`src/brm_pkg.sv`:
```
// Shared types and constants for the block RMS meter.
// No dependencies; every other file imports this package.
`timescale 1ns / 1ps
`default_nettype none

package brm_pkg;

    localparam int SAMPLE_BITS   = 12;
    localparam int LEN_W         = 11;
    localparam int MAX_BLOCK     = 1024;
    localparam int RESET_LEN     = 100;
    localparam int MEAN_SHIFT    = 8;
    localparam int SUM_W         = 35;
    localparam int SQ_W          = 2 * SAMPLE_BITS;
    localparam int NUM_W         = 44;
    localparam int ROOT_W        = NUM_W / 2;
    localparam int REM_W         = ROOT_W + 3;
    localparam int STEP_W        = 6;
    localparam int Q4_W          = 16;
    localparam int MV_W          = 12;
    localparam int MV_NUM_W      = 28;
    localparam int FULL_SCALE_MV = 3300;
    localparam int MV_DENOM      = 65520;
    localparam int MV_HALF       = 32760;
    // 65520 = 4095 << 4
    localparam int MV_DEN_SHIFT  = 4;
    localparam int MV_FOLD_SHIFT = 12;
    localparam int MV_BASE_W     = MV_NUM_W - MV_DEN_SHIFT;
    localparam int MV_FOLD_W     = MV_BASE_W + 1;
    localparam int DIV_STEPS     = NUM_W;
    localparam int SQRT_STEPS    = ROOT_W;
    localparam int PADDR_W       = 3;
    localparam int PDATA_W       = 32;

    // register index, taken from paddr[2]
    localparam logic REG_BLOCK_LENGTH = 1'b0;

    typedef logic [LEN_W-1:0] len_t;

    typedef struct packed {
        logic [REM_W-1:0] a;
        logic [REM_W-1:0] b;
    } sub_req_t;

    typedef struct packed {
        logic             ge;
        logic [REM_W-1:0] diff;
    } sub_rsp_t;

    typedef struct packed {
        logic busy;
        logic result_pending;
    } seq_status_t;

endpackage

`default_nettype wire

```
`src/brm_in_if.sv`:
```
// Input channel: one converter sample per word.
// Depends on brm_pkg.
`timescale 1ns / 1ps
`default_nettype none

interface brm_in_if;
    import brm_pkg::*;

    logic                   valid;
    logic                   ready;
    logic [SAMPLE_BITS-1:0] sample;

    modport source (output valid, output sample, input ready);
    modport sink   (input valid, input sample, output ready);
endinterface

`default_nettype wire

```
`src/brm_out_if.sv`:
```
// Output channel: one RMS result per word.
// Depends on brm_pkg.
`timescale 1ns / 1ps
`default_nettype none

interface brm_out_if;
    import brm_pkg::*;

    logic            valid;
    logic            ready;
    logic [Q4_W-1:0] rms_q4;
    logic [MV_W-1:0] rms_millivolts;

    modport source (output valid, output rms_q4, output rms_millivolts, input ready);
    modport sink   (input valid, input rms_q4, input rms_millivolts, output ready);
endinterface

`default_nettype wire

```
`src/brm_cfg.sv`:
```
// APB register file: block_length, clamped to the usable range.
// Depends on brm_pkg.
`timescale 1ns / 1ps
`default_nettype none

module brm_cfg (
    input  wire logic                         clk,
    input  wire logic                         rst_n,
    input  wire logic                         psel,
    input  wire logic                         penable,
    input  wire logic                         pwrite,
    input  wire logic [brm_pkg::PADDR_W-1:0]  paddr,
    input  wire logic [brm_pkg::PDATA_W-1:0]  pwdata,
    output logic      [brm_pkg::PDATA_W-1:0]  prdata,
    output logic                              pready,
    output brm_pkg::len_t                     len
);
    import brm_pkg::*;

    len_t len_reg;
    logic wr_en;
    logic sel_len;

    assign pready  = 1'b1;
    assign sel_len = (paddr[PADDR_W-1] == REG_BLOCK_LENGTH);
    assign wr_en   = psel && penable && pwrite && pready && sel_len;

    always_ff @(posedge clk or negedge rst_n)
    begin
        if (!rst_n)
        begin
            len_reg <= LEN_W'(RESET_LEN);
        end
        else if (wr_en)
        begin
            len_reg <= pwdata[LEN_W-1:0];
        end
    end

    assign prdata = sel_len ? PDATA_W'(len_reg) : '0;

    always_comb
    begin
        if (len_reg == '0)
        begin
            len = LEN_W'(1);
        end
        else if (len_reg > LEN_W'(MAX_BLOCK))
        begin
            len = LEN_W'(MAX_BLOCK);
        end
        else
        begin
            len = len_reg;
        end
    end
endmodule

`default_nettype wire

```
`src/brm_sub.sv`:
```
// Shared compare-and-subtract unit used by the divide and root steps.
// Depends on brm_pkg.
`timescale 1ns / 1ps
`default_nettype none

module brm_sub (
    input  wire brm_pkg::sub_req_t req,
    output brm_pkg::sub_rsp_t      rsp
);
    import brm_pkg::*;

    logic [REM_W:0] wide;

    assign wide     = {1'b0, req.a} - {1'b0, req.b};
    assign rsp.ge   = ~wide[REM_W];
    assign rsp.diff = wide[REM_W-1:0];
endmodule

`default_nettype wire

```
`src/brm_seq.sv`:
```
// Sequencer and datapath: accumulation, restoring divide and digit-by-digit
// square root stepping through brm_sub, then millivolt scaling.
// Depends on brm_pkg, brm_in_if, brm_out_if.
`timescale 1ns / 1ps
`default_nettype none

module brm_seq (
    input  wire logic              clk,
    input  wire logic              rst_n,
    brm_in_if.sink                 din,
    brm_out_if.source              dout,
    input  wire brm_pkg::len_t     len,
    output brm_pkg::sub_req_t      sub_req,
    input  wire brm_pkg::sub_rsp_t sub_rsp,
    output brm_pkg::seq_status_t   status
);
    import brm_pkg::*;

    localparam logic [2:0] ST_IDLE = 3'd0;
    localparam logic [2:0] ST_ACC  = 3'd1;
    localparam logic [2:0] ST_DIV  = 3'd2;
    localparam logic [2:0] ST_SQRT = 3'd3;
    localparam logic [2:0] ST_MUL  = 3'd4;
    localparam logic [2:0] ST_MV   = 3'd5;
    localparam logic [2:0] ST_FIN  = 3'd6;

    logic [2:0]             state_reg, state_next;
    logic [STEP_W-1:0]      step_reg, step_next;
    logic [SUM_W-1:0]       sum_reg, sum_next;
    len_t                   count_reg, count_next;
    logic [SAMPLE_BITS-1:0] sample_reg, sample_next;
    logic [NUM_W-1:0]       num_reg, num_next;
    logic [REM_W-1:0]       rem_reg, rem_next;
    logic [ROOT_W-1:0]      root_reg, root_next;
    logic [Q4_W-1:0]        q4_reg, q4_next;
    logic                   out_valid_reg, out_valid_next;
    logic [Q4_W-1:0]        out_q4_reg, out_q4_next;
    logic [MV_W-1:0]        out_mv_reg, out_mv_next;

    logic [SQ_W-1:0]        sq;
    logic [SUM_W-1:0]       sum_new;
    len_t                   count_new;
    logic [Q4_W-1:0]        q4_sat;
    logic [MV_NUM_W-1:0]    mv_num;
    logic [MV_BASE_W-1:0]   mv_base;
    logic [MV_FOLD_W-1:0]   mv_fold;
    logic [MV_W-1:0]        mv_quot;
    logic [MV_W-1:0]        mv_sat;
    logic                   out_free;

    assign sq        = SQ_W'(sample_reg) * SQ_W'(sample_reg);
    assign sum_new   = sum_reg + SUM_W'(sq);
    assign count_new = count_reg + LEN_W'(1);
    assign q4_sat    = (|root_reg[ROOT_W-1:Q4_W]) ? '1 : root_reg[Q4_W-1:0];
    assign mv_num    = MV_NUM_W'(q4_sat) * MV_NUM_W'(FULL_SCALE_MV) + MV_NUM_W'(MV_HALF);
    // x / 65520 = (x >> 4) / 4095; y / 4095 = (y + (y >> 12) + 1) >> 12 for quotients below 4096
    assign mv_base   = num_reg[MV_NUM_W-1:MV_DEN_SHIFT];
    assign mv_fold   = MV_FOLD_W'(mv_base) + MV_FOLD_W'(mv_base >> MV_FOLD_SHIFT) +
                       MV_FOLD_W'(1);
    assign mv_quot   = mv_fold[MV_FOLD_SHIFT +: MV_W];
    assign mv_sat    = (num_reg[MV_W-1:0] > MV_W'(FULL_SCALE_MV)) ?
                       MV_W'(FULL_SCALE_MV) : num_reg[MV_W-1:0];
    assign out_free  = !out_valid_reg || dout.ready;

    always_comb
    begin
        case (state_reg)
            ST_DIV:
            begin
                sub_req.a = REM_W'({rem_reg[LEN_W-1:0], num_reg[NUM_W-1]});
                sub_req.b = REM_W'(len);
            end
            ST_SQRT:
            begin
                sub_req.a = {rem_reg[REM_W-3:0], num_reg[NUM_W-1 -: 2]};
                sub_req.b = REM_W'({root_reg, 2'b01});
            end
            default:
            begin
                sub_req.a = '0;
                sub_req.b = '0;
            end
        endcase
    end

    always_comb
    begin
        state_next     = state_reg;
        step_next      = step_reg;
        sum_next       = sum_reg;
        count_next     = count_reg;
        sample_next    = sample_reg;
        num_next       = num_reg;
        rem_next       = rem_reg;
        root_next      = root_reg;
        q4_next        = q4_reg;
        out_valid_next = out_valid_reg;
        out_q4_next    = out_q4_reg;
        out_mv_next    = out_mv_reg;

        if (out_valid_reg && dout.ready)
        begin
            out_valid_next = 1'b0;
        end

        case (state_reg)
            ST_IDLE:
            begin
                if (din.valid)
                begin
                    sample_next = din.sample;
                    state_next  = ST_ACC;
                end
            end
            ST_ACC:
            begin
                if (count_new >= len)
                begin
                    num_next   = {1'b0, sum_new, MEAN_SHIFT'(0)};
                    rem_next   = '0;
                    sum_next   = '0;
                    count_next = '0;
                    step_next  = STEP_W'(DIV_STEPS - 1);
                    state_next = ST_DIV;
                end
                else
                begin
                    sum_next   = sum_new;
                    count_next = count_new;
                    state_next = ST_IDLE;
                end
            end
            ST_DIV:
            begin
                rem_next  = sub_rsp.ge ? sub_rsp.diff : sub_req.a;
                num_next  = {num_reg[NUM_W-2:0], sub_rsp.ge};
                step_next = step_reg - STEP_W'(1);
                if (step_reg == '0)
                begin
                    rem_next   = '0;
                    root_next  = '0;
                    step_next  = STEP_W'(SQRT_STEPS - 1);
                    state_next = ST_SQRT;
                end
            end
            ST_SQRT:
            begin
                rem_next  = sub_rsp.ge ? sub_rsp.diff : sub_req.a;
                root_next = {root_reg[ROOT_W-2:0], sub_rsp.ge};
                num_next  = {num_reg[NUM_W-3:0], 2'b00};
                step_next = step_reg - STEP_W'(1);
                if (step_reg == '0)
                begin
                    state_next = ST_MUL;
                end
            end
            ST_MUL:
            begin
                q4_next    = q4_sat;
                num_next   = NUM_W'(mv_num);
                state_next = ST_MV;
            end
            ST_MV:
            begin
                num_next   = NUM_W'(mv_quot);
                state_next = ST_FIN;
            end
            ST_FIN:
            begin
                if (out_free)
                begin
                    out_valid_next = 1'b1;
                    out_q4_next    = q4_reg;
                    out_mv_next    = mv_sat;
                    state_next     = ST_IDLE;
                end
            end
            default:
            begin
                state_next = ST_IDLE;
            end
        endcase
    end

    always_ff @(posedge clk or negedge rst_n)
    begin
        if (!rst_n)
        begin
            state_reg     <= ST_IDLE;
            step_reg      <= '0;
            sum_reg       <= '0;
            count_reg     <= '0;
            out_valid_reg <= 1'b0;
        end
        else
        begin
            state_reg     <= state_next;
            step_reg      <= step_next;
            sum_reg       <= sum_next;
            count_reg     <= count_next;
            out_valid_reg <= out_valid_next;
        end
    end

    always_ff @(posedge clk)
    begin
        sample_reg <= sample_next;
        num_reg    <= num_next;
        rem_reg    <= rem_next;
        root_reg   <= root_next;
        q4_reg     <= q4_next;
        out_q4_reg <= out_q4_next;
        out_mv_reg <= out_mv_next;
    end

    assign din.ready           = (state_reg == ST_IDLE);
    assign dout.valid          = out_valid_reg;
    assign dout.rms_q4         = out_q4_reg;
    assign dout.rms_millivolts = out_mv_reg;

    assign status.busy           = (state_reg != ST_IDLE);
    assign status.result_pending = (state_reg == ST_FIN);
endmodule

`default_nettype wire

```
`src/block_rms_meter_unit.sv`:
```
// Block RMS meter top level: APB register, sequencer and shared subtractor.
// Depends on brm_pkg, brm_in_if, brm_out_if, brm_cfg, brm_sub, brm_seq.
// A sample word is accepted, then squared and accumulated; the sample that completes
// a block goes through these steps before its result word is offered:
// accept, accumulate, 44 restoring-divide steps and 22 square-root steps through
// one shared compare-subtract unit, then multiply, millivolt scale and output load.
// The result sits in an output register, so the next sample is taken while it
// waits; a second result holds the sequencer, and with it the input, until the
// first drains.
`timescale 1ns / 1ps
`default_nettype none

module block_rms_meter_unit (
    input  wire logic                         clk,
    input  wire logic                         rst_n,
    brm_in_if.sink                            din,
    brm_out_if.source                         dout,
    input  wire logic                         psel,
    input  wire logic                         penable,
    input  wire logic                         pwrite,
    input  wire logic [brm_pkg::PADDR_W-1:0]  paddr,
    input  wire logic [brm_pkg::PDATA_W-1:0]  pwdata,
    output logic      [brm_pkg::PDATA_W-1:0]  prdata,
    output logic                              pready
);
    import brm_pkg::*;

    len_t        len;
    sub_req_t    sub_req;
    sub_rsp_t    sub_rsp;
    seq_status_t status;

    brm_cfg u_cfg (
        .clk     (clk),
        .rst_n   (rst_n),
        .psel    (psel),
        .penable (penable),
        .pwrite  (pwrite),
        .paddr   (paddr),
        .pwdata  (pwdata),
        .prdata  (prdata),
        .pready  (pready),
        .len     (len)
    );

    brm_sub u_sub (
        .req (sub_req),
        .rsp (sub_rsp)
    );

    brm_seq u_seq (
        .clk     (clk),
        .rst_n   (rst_n),
        .din     (din),
        .dout    (dout),
        .len     (len),
        .sub_req (sub_req),
        .sub_rsp (sub_rsp),
        .status  (status)
    );

    a_busy_not_ready: assert property (@(posedge clk) disable iff (!rst_n)
        status.busy |-> !din.ready)
        else $error("input ready while sequencer busy");

    a_accept_then_busy: assert property (@(posedge clk) disable iff (!rst_n)
        (din.valid && din.ready) |=> status.busy)
        else $error("accepted word did not start work");

    a_pending_holds: assert property (@(posedge clk) disable iff (!rst_n)
        (status.result_pending && dout.valid && !dout.ready) |=> status.result_pending)
        else $error("result dropped while output stalled");

    a_mv_range: assert property (@(posedge clk) disable iff (!rst_n)
        dout.valid |-> (dout.rms_millivolts <= MV_W'(FULL_SCALE_MV)))
        else $error("millivolt result out of range");
endmodule

`default_nettype wire
```
`src/flat_wrapper.sv`:
```
// flat-port wrapper written by rule: the top's interface ports become plain ports
module block_rms_meter_unit_flat import brm_pkg::*;
  (clk, rst_n, psel, penable, pwrite, paddr, pwdata, prdata, pready, din_valid, din_sample, din_ready, dout_valid, dout_rms_q4, dout_rms_millivolts, dout_ready);
  brm_in_if din_i ();
  brm_out_if dout_i ();
  input  wire logic clk;
  input  wire logic rst_n;
  input  wire logic psel;
  input  wire logic penable;
  input  wire logic pwrite;
  input  wire logic [brm_pkg::PADDR_W-1:0] paddr;
  input  wire logic [brm_pkg::PDATA_W-1:0] pwdata;
  output logic      [brm_pkg::PDATA_W-1:0] prdata;
  output logic pready;
  input wire logic [$bits(din_i.valid)-1:0] din_valid;
  input wire logic [$bits(din_i.sample)-1:0] din_sample;
  output wire logic [$bits(din_i.ready)-1:0] din_ready;
  output wire logic [$bits(dout_i.valid)-1:0] dout_valid;
  output wire logic [$bits(dout_i.rms_q4)-1:0] dout_rms_q4;
  output wire logic [$bits(dout_i.rms_millivolts)-1:0] dout_rms_millivolts;
  input wire logic [$bits(dout_i.ready)-1:0] dout_ready;
  assign din_i.valid = din_valid;
  assign din_i.sample = din_sample;
  assign din_ready = din_i.ready;
  assign dout_valid = dout_i.valid;
  assign dout_rms_q4 = dout_i.rms_q4;
  assign dout_rms_millivolts = dout_i.rms_millivolts;
  assign dout_i.ready = dout_ready;
  block_rms_meter_unit u_core (.clk(clk), .rst_n(rst_n), .din(din_i), .dout(dout_i), .psel(psel), .penable(penable), .pwrite(pwrite), .paddr(paddr), .pwdata(pwdata), .prdata(prdata), .pready(pready));
endmodule
```
`config.mk`:
```
export PLATFORM = sky130hd
export DESIGN_NAME = block_rms_meter_unit_flat
export DESIGN_NICKNAME = d
export VERILOG_FILES = /design/src/brm_pkg.sv /design/src/brm_in_if.sv /design/src/brm_out_if.sv /design/src/brm_cfg.sv /design/src/brm_sub.sv /design/src/brm_seq.sv /design/src/block_rms_meter_unit.sv /design/src/flat_wrapper.sv
export SDC_FILE = /design/constraint.sdc
export NUM_CORES = 1
export LEC_CHECK = 0
export ABC_AREA = 0
export BUFFER_PORTS_ARGS = -buffer_cell sky130_fd_sc_hd__buf_2
export CORE_MARGIN = 2
export CORE_UTILIZATION = 55
export CTS_CLUSTER_SIZE = 25
export DETAILED_ROUTE_END_ITERATION = 8
export GPL_ROUTABILITY_DRIVEN = 0
export PLACE_DENSITY_LB_ADDON = 0.25
export SYNTH_ARGS = -nofsm -noshare
export SYNTH_HDL_FRONTEND = slang
export SYNTH_SLANG_ARGS = --single-unit
```
`constraint.sdc`:
```
create_clock -name clk -period 7.5 [get_ports clk]
set_input_delay 2.25 -clock clk [delete_from_list [all_inputs] [get_ports clk]]
set_output_delay 2.25 -clock clk [all_outputs]
set_load 0.02 [all_outputs]
```
* Yosys cells after proc, flatten, opt, wreduce, memory -nomap -nowiden
Index checks and enable logic that the tools add are counted.
** Storage, ports and cells
- Flip-flop bits (word level) :: 212
- Bits of input ports :: 54
- Output and inout port bits :: 63
- Word-level logic and storage cells :: 84
** Cells by class
- $add $sub $neg :: 7
- Multiply operators :: 2
- Magnitude comparators :: 3
- Equality and inequality tests :: 11
- Mux-type cells :: 27
- Bitwise gates (word level) :: 2
- Reductions and logical operators :: 19
** Operators by type and width (number)
- $pmux 44 s5 :: 1
- $pmux 50 s2 :: 1
- $mux 23 :: 3
- $pmux 23 s3 :: 1
- $mux 11 :: 4
- $mux 44 :: 1
- $pmux 22 s2 :: 1
- $add 35x24->35 :: 1
- $mux 35 :: 1
- $add 28x15->28 const B :: 1
- $mul 16x10->26 const B :: 1
- $sub 25x25->26 :: 1
- $add 24x1->24 const B :: 1
- $add 24x12->24 :: 1
- $mul 12x12->24 :: 1
- $mux 22 :: 1
- $pmux 3 s7 :: 1
- $pmux 6 s3 :: 1
- $mux 16 :: 1
- $gt 12x12->1 const B :: 1
- $mux 3 :: 4
- $mux 6 :: 2
- $add 11x1->11 const B :: 1
- $ge 11x11->1 :: 1
- other kinds (21) :: 38

* Logic depth before layout (Yosys ltp)
- Word-level depth :: 8
- Gate-level depth with buffers :: 26
- Gate-level depth less buffers :: 24

* Modules after synthesis
Synthesis repeated with hierarchy kept, for this count alone.
** Unflattened totals
- Cells, all modules :: 2088
- Area total of the unflattened synthesis :: 20352.0 µm²
** Modules (own cells, without submodules)
- brm_seq :: times used 1, cells each 1827, area an instance 18217.5 µm², sequential area each 5755.5 µm²
- brm_sub :: times used 1, cells each 185, area an instance 1321.3 µm², sequential area each 0.0 µm²
- brm_cfg :: times used 1, cells each 76, area an instance 813.3 µm², sequential area each 279.0 µm²

* Worst setup path after synthesis
OpenSTA, ideal clock, no wires.
- Kind :: reg2reg
- From :: register u_core.u_seq.root_reg[18]
- To :: register u_core.u_seq.num_reg[27] (data pin)
- Library setup time :: 270 ps
- Arrival :: 6559 ps
- Required time :: 7230 ps
- Slack :: 671 ps
- Cell stages (with the launch flop) :: 26
- Buffers on the path :: 3
- Period minus slack after synthesis :: 6829 ps
- Cells stage by stage :: edfxtp_1 > or4_4 > clkbuf_1 > clkbuf_1 > or3_1 > ha_1 > inv_1 > fa_1 > inv_1 > fa_1 > fa_1 > inv_1 > fa_1 > inv_1 > ha_1 > and2_1 > a221o_1 > o21ai_0 > and3_2 > o2111a_1 > nor4bb_2 > buf_6 > and4_4 > nand3_2 > xnor3_1 > a21oi_1
** Between the ends
- Cells in the longest elaborated chain, start to end :: 5
** Ends and longest elaborated chain
- from (decl) :: RTL line brm_seq.sv:34 : logic [ROOT_W-1:0] root_reg, root_next;
- from (signal assigned) :: RTL line brm_seq.sv:210 : root_reg <= root_next;
- $reduce_or 6->1 :: RTL line brm_seq.sv:54 : assign q4_sat = (|root_reg[ROOT_W-1:Q4_W]) ? '1 : root_reg[Q4_W-1:0];
- $mux 16 :: RTL line brm_seq.sv:54
- net u_core.u_seq.q4_sat[9] :: RTL line brm_seq.sv:43 : logic [Q4_W-1:0] q4_sat;
- $mul 16x10->26 :: RTL line brm_seq.sv:55 : assign mv_num = MV_NUM_W'(q4_sat) * MV_NUM_W'(FULL_SCALE_MV) + MV_NUM_W'(MV_HALF);
- $add 28x15->28 :: RTL line brm_seq.sv:55
- $pmux 44 s5 :: RTL line brm_seq.sv:106 : case (state_reg)
- net u_core.u_seq.num_next[27] :: RTL line brm_seq.sv:32 : logic [NUM_W-1:0] num_reg, num_next;
- to (signal assigned) :: RTL line brm_seq.sv:208 : num_reg <= num_next;
- to (decl) :: RTL line brm_seq.sv:32
The timed path passes the listed nets, and every way through them passes these cells.
A chain may end at the register's enable or synchronous reset.

* Worst setup path after layout
Same ends and word-level chain as after synthesis.

==> results.py <==
metrics = {
    "status": {
        "status": "complete, no violations",
    },
    "critical_path": {
        "critPathMaxFanout": 21,
        "crit_required_ns": 7.78,
        "critPathKind": "reg -> reg",
        "critical_path_arrival_ns": 7.47,
        "worst_setup_path_start_kind": "register",
        "crit_path_end_kind": "register",
    },
    "cells_and_area": {
        "final_nets": 2488,
        "design_area_um2": 21500,
        "area_delta_synth_final_pct": 7.49,
        "fillCellCount": 3026,
        "largest_reg_flops": 44,
        "drive_gt1_share_pct": 9.01,
        "antenna_cells": 0,
    },
    "sta": {
        "fin_crit_sh_pct": 95.9,
        "finalHoldViolCount": 0,
        "final_max_slew_viol_count": 0,
        "fin_crit_ns": 7.19,
        "finClkSkew_ns": 0.0103,
        "max_freq_ghz": 0.139,
        "max-slew-margin-rel_pct": 26.1,
        "holdWs_ns": 0.417,
        "setup-tns-final_ns": 0,
        "rsz0062_at_grt": "false",
        "worst_pin_slew_ns": 1.10,
        "finalSetupViolCount": 0,
    },
    "global_routing": {
        "grtUsageMet2_pct": 42.4,
        "grt_busiest_layer": "met2",
        "grt_use_met1_pct": 32.3,
        "use_met3_pct": 2.71,
        "grt_pass1_vias": 15561,
        "grt_overflow": 0,
        "grt_pass1_wl_mm": 76.7,
        "track_usage_pct": 24.6,
        "antenna_found_initial": 0,
        "grt_max_degree": 68,
    },
    "synthesis": {
        "ys_seq_area_share_pct": 30.1,
        "synthesis.instances": 2066,
        "ys_types": 92,
        "ys_seq_elements": 212,
        "synth_area_leaders": "edfxtp_1 (22%), fa_1 (14%), ha_1 (13%), dfrtp_1 (8.0%), inv_1 (4.7%)",
        "async_flop_share_pct": 31.6,
        "synth_edf_count": 145,
        "synth_top_cell_by_area": "edfxtp_1",
        "yosys_warnings": 0,
        "synth.most_common_cell": "inv_1",
        "synthTopCellsByCount": "inv_1 (252), ha_1 (201), nand2_1 (163)",
        "synthFlopType": "edfxtp_1",
        "syn_area_um2": 20000,
        "syn_avg_cell_area_um2": 9.69,
        "synth_top_area_share_pct": 21.7,
    },
    "cts": {
        "numCtsBuffers": 26,
        "cts-root-buf": "clkbuf_16",
        "cts_resized": 0,
        "max-clock-path-buffers": 3,
        "h-tree-depth": 1,
        "cts.clk_slew.worst_paths_ns": 0.06,
        "cts_tree": "yes",
        "hold_buffers": 0,
        "clkLatencyLatePin_ns": 0.55,
        "clock_sinks": 212,
        "post_cts_buffers": 0,
    },
    "floorplanning": {
        "dieArea_um2": 38000,
        "start_util_pct": 56.0,
        "io_pins": 117,
        "core_um2": 35700,
        "rows": 69,
        "fp.dieW_um": 195,
        "die_y_um": 195,
    },
    "routing": {
        "drt_wl_total_mm": 46.0,
        "via_count": 15213,
        "wl_per_cell_um": 17.9,
        "drcViolationCount": 0,
        "vias_per_cell": 5.92,
        "antenna_left": 0,
        "dr.first_iter.drc_count": 1214,
        "dr.pass1.iters": 6,
    },
    "place": {
        "dpl.hpwl_mm": 34.6,
        "post_dp_cell_area_um2": 20600,
        "port_buffers": 71,
    },
    "hold_path": {
        "worstHoldPathType": "reg -> reg",
    },
    "run": {
        "maxCapViolCount": 0,
    },
}
-- per-stage QoR --
step | instances | utilization [%] | setup WS, ns
finish | 2570 | 60.2 | 0.311
global route | 2570 | 60.2 | 0.0153
CTS | 2570 | 60.2 | 0.340
detailed placement | 2522 | 57.7 | 0.299
global placement | 2522 | 57.7 | 0.405
floorplan | 2086 | - | 0.671
-- final timing paths --
path                                                              start                                     end  slack, ns  cells after the start
worst min register to register        u_core.u_seq.q4_reg[10]$_DFFE_PP_  u_core.u_seq.dout.rms_q4[10]$_DFFE_PP_       0.42                      0
min in group asynchronous                                         rst_n   u_core.u_seq.count_reg[7]$_DFFE_PN0N_       1.92                      2
max in group asynchronous                                         rst_n     u_core.u_seq.sum_reg[0]$_DFFE_PN0N_       4.99                      2
worst max-delay path            u_core.u_seq.root_reg[18]$_SDFFCE_PN0P_      u_core.u_seq.num_reg[27]$_DFFE_PP_       0.31                     22
worst min-delay path                  u_core.u_seq.q4_reg[10]$_DFFE_PP_  u_core.u_seq.dout.rms_q4[10]$_DFFE_PP_       0.42                      0
worst max register to register  u_core.u_seq.root_reg[18]$_SDFFCE_PN0P_      u_core.u_seq.num_reg[27]$_DFFE_PP_       0.31                     22
-- per-layer routing --
metal  up-vias  wire [µm]
li1       7211          -
met1      7494      20100
met2       422      22000
met3        86       2390
met4         0       1510
met5         -          0
-- critical path, cell delays in order (launching register included) --
cell and delay (ns):
edfxtp_1 0.38, or4_4 0.66, or3_1 0.49, ha_1 0.40, inv_1 0.08, fa_1 0.54, inv_1 0.06, fa_1 0.50
fa_1 0.54, inv_1 0.05, fa_1 0.50, inv_1 0.04, ha_1 0.38, and2_1 0.23, a221o_1 0.32, o21ai_0 0.20
and3_2 0.22, o2111a_1 0.18, nor4bb_2 0.33, and4_4 0.30, nand3_2 0.07, xnor3_1 0.35, a21oi_1 0.10
-- area by class of cell --
class | count | area [µm²] | area share (%)
multi-input combinational | 1508 | 12600 | 58.5
inverter | 253 | 950 | 4.41
sequential | 212 | 6030 | 28.0
clock buffer | 35 | 737 | 3.42
tap | 461 | 577 | 2.68
clock inverter | 13 | 151 | 0.703
timing repair buffer | 88 | 483 | 2.24
-- layout by cell type, fill, tap and decap left out, drive strengths merged, types with 32 or more instances in the layout --
cell type / Yosys / routed
inv: 252 / 253
ha: 201 / 201
nand2: 163 / 163
edfxtp: 145 / 145
fa: 144 / 144
a21oi: 115 / 115
nor2: 97 / 97
o21ai: 92 / 92
buf: 39 / 88
dfrtp: 64 / 64
and2: 61 / 61
xnor2: 53 / 53
and3: 50 / 50
xor2: 42 / 42
nand3: 35 / 35
clkbuf: 74 / 35
or3: 32 / 32
a21o: 32 / 32
-- logic make-up (layout without fill, tap and decap cells) --
family                     after synthesis  in the layout  share of synthesized area (%)
DFF                                    212            212                           30.1
adders and majority gates              345            345                           27.0
buffers and inverters                  366            389                           7.57
and+or+nand+nor                        579            579                           15.1
xor gates and xnor gates                96             96                           4.27
AOI/OAI and AO/OA                      439            439                           14.5
other                                    2             22                         0.0375
muxes                                   27             27                           1.44
Power is left out: the tool's default activity adds up to more than one toggle a clock period on the data nets, which glitch-free logic cannot reach.
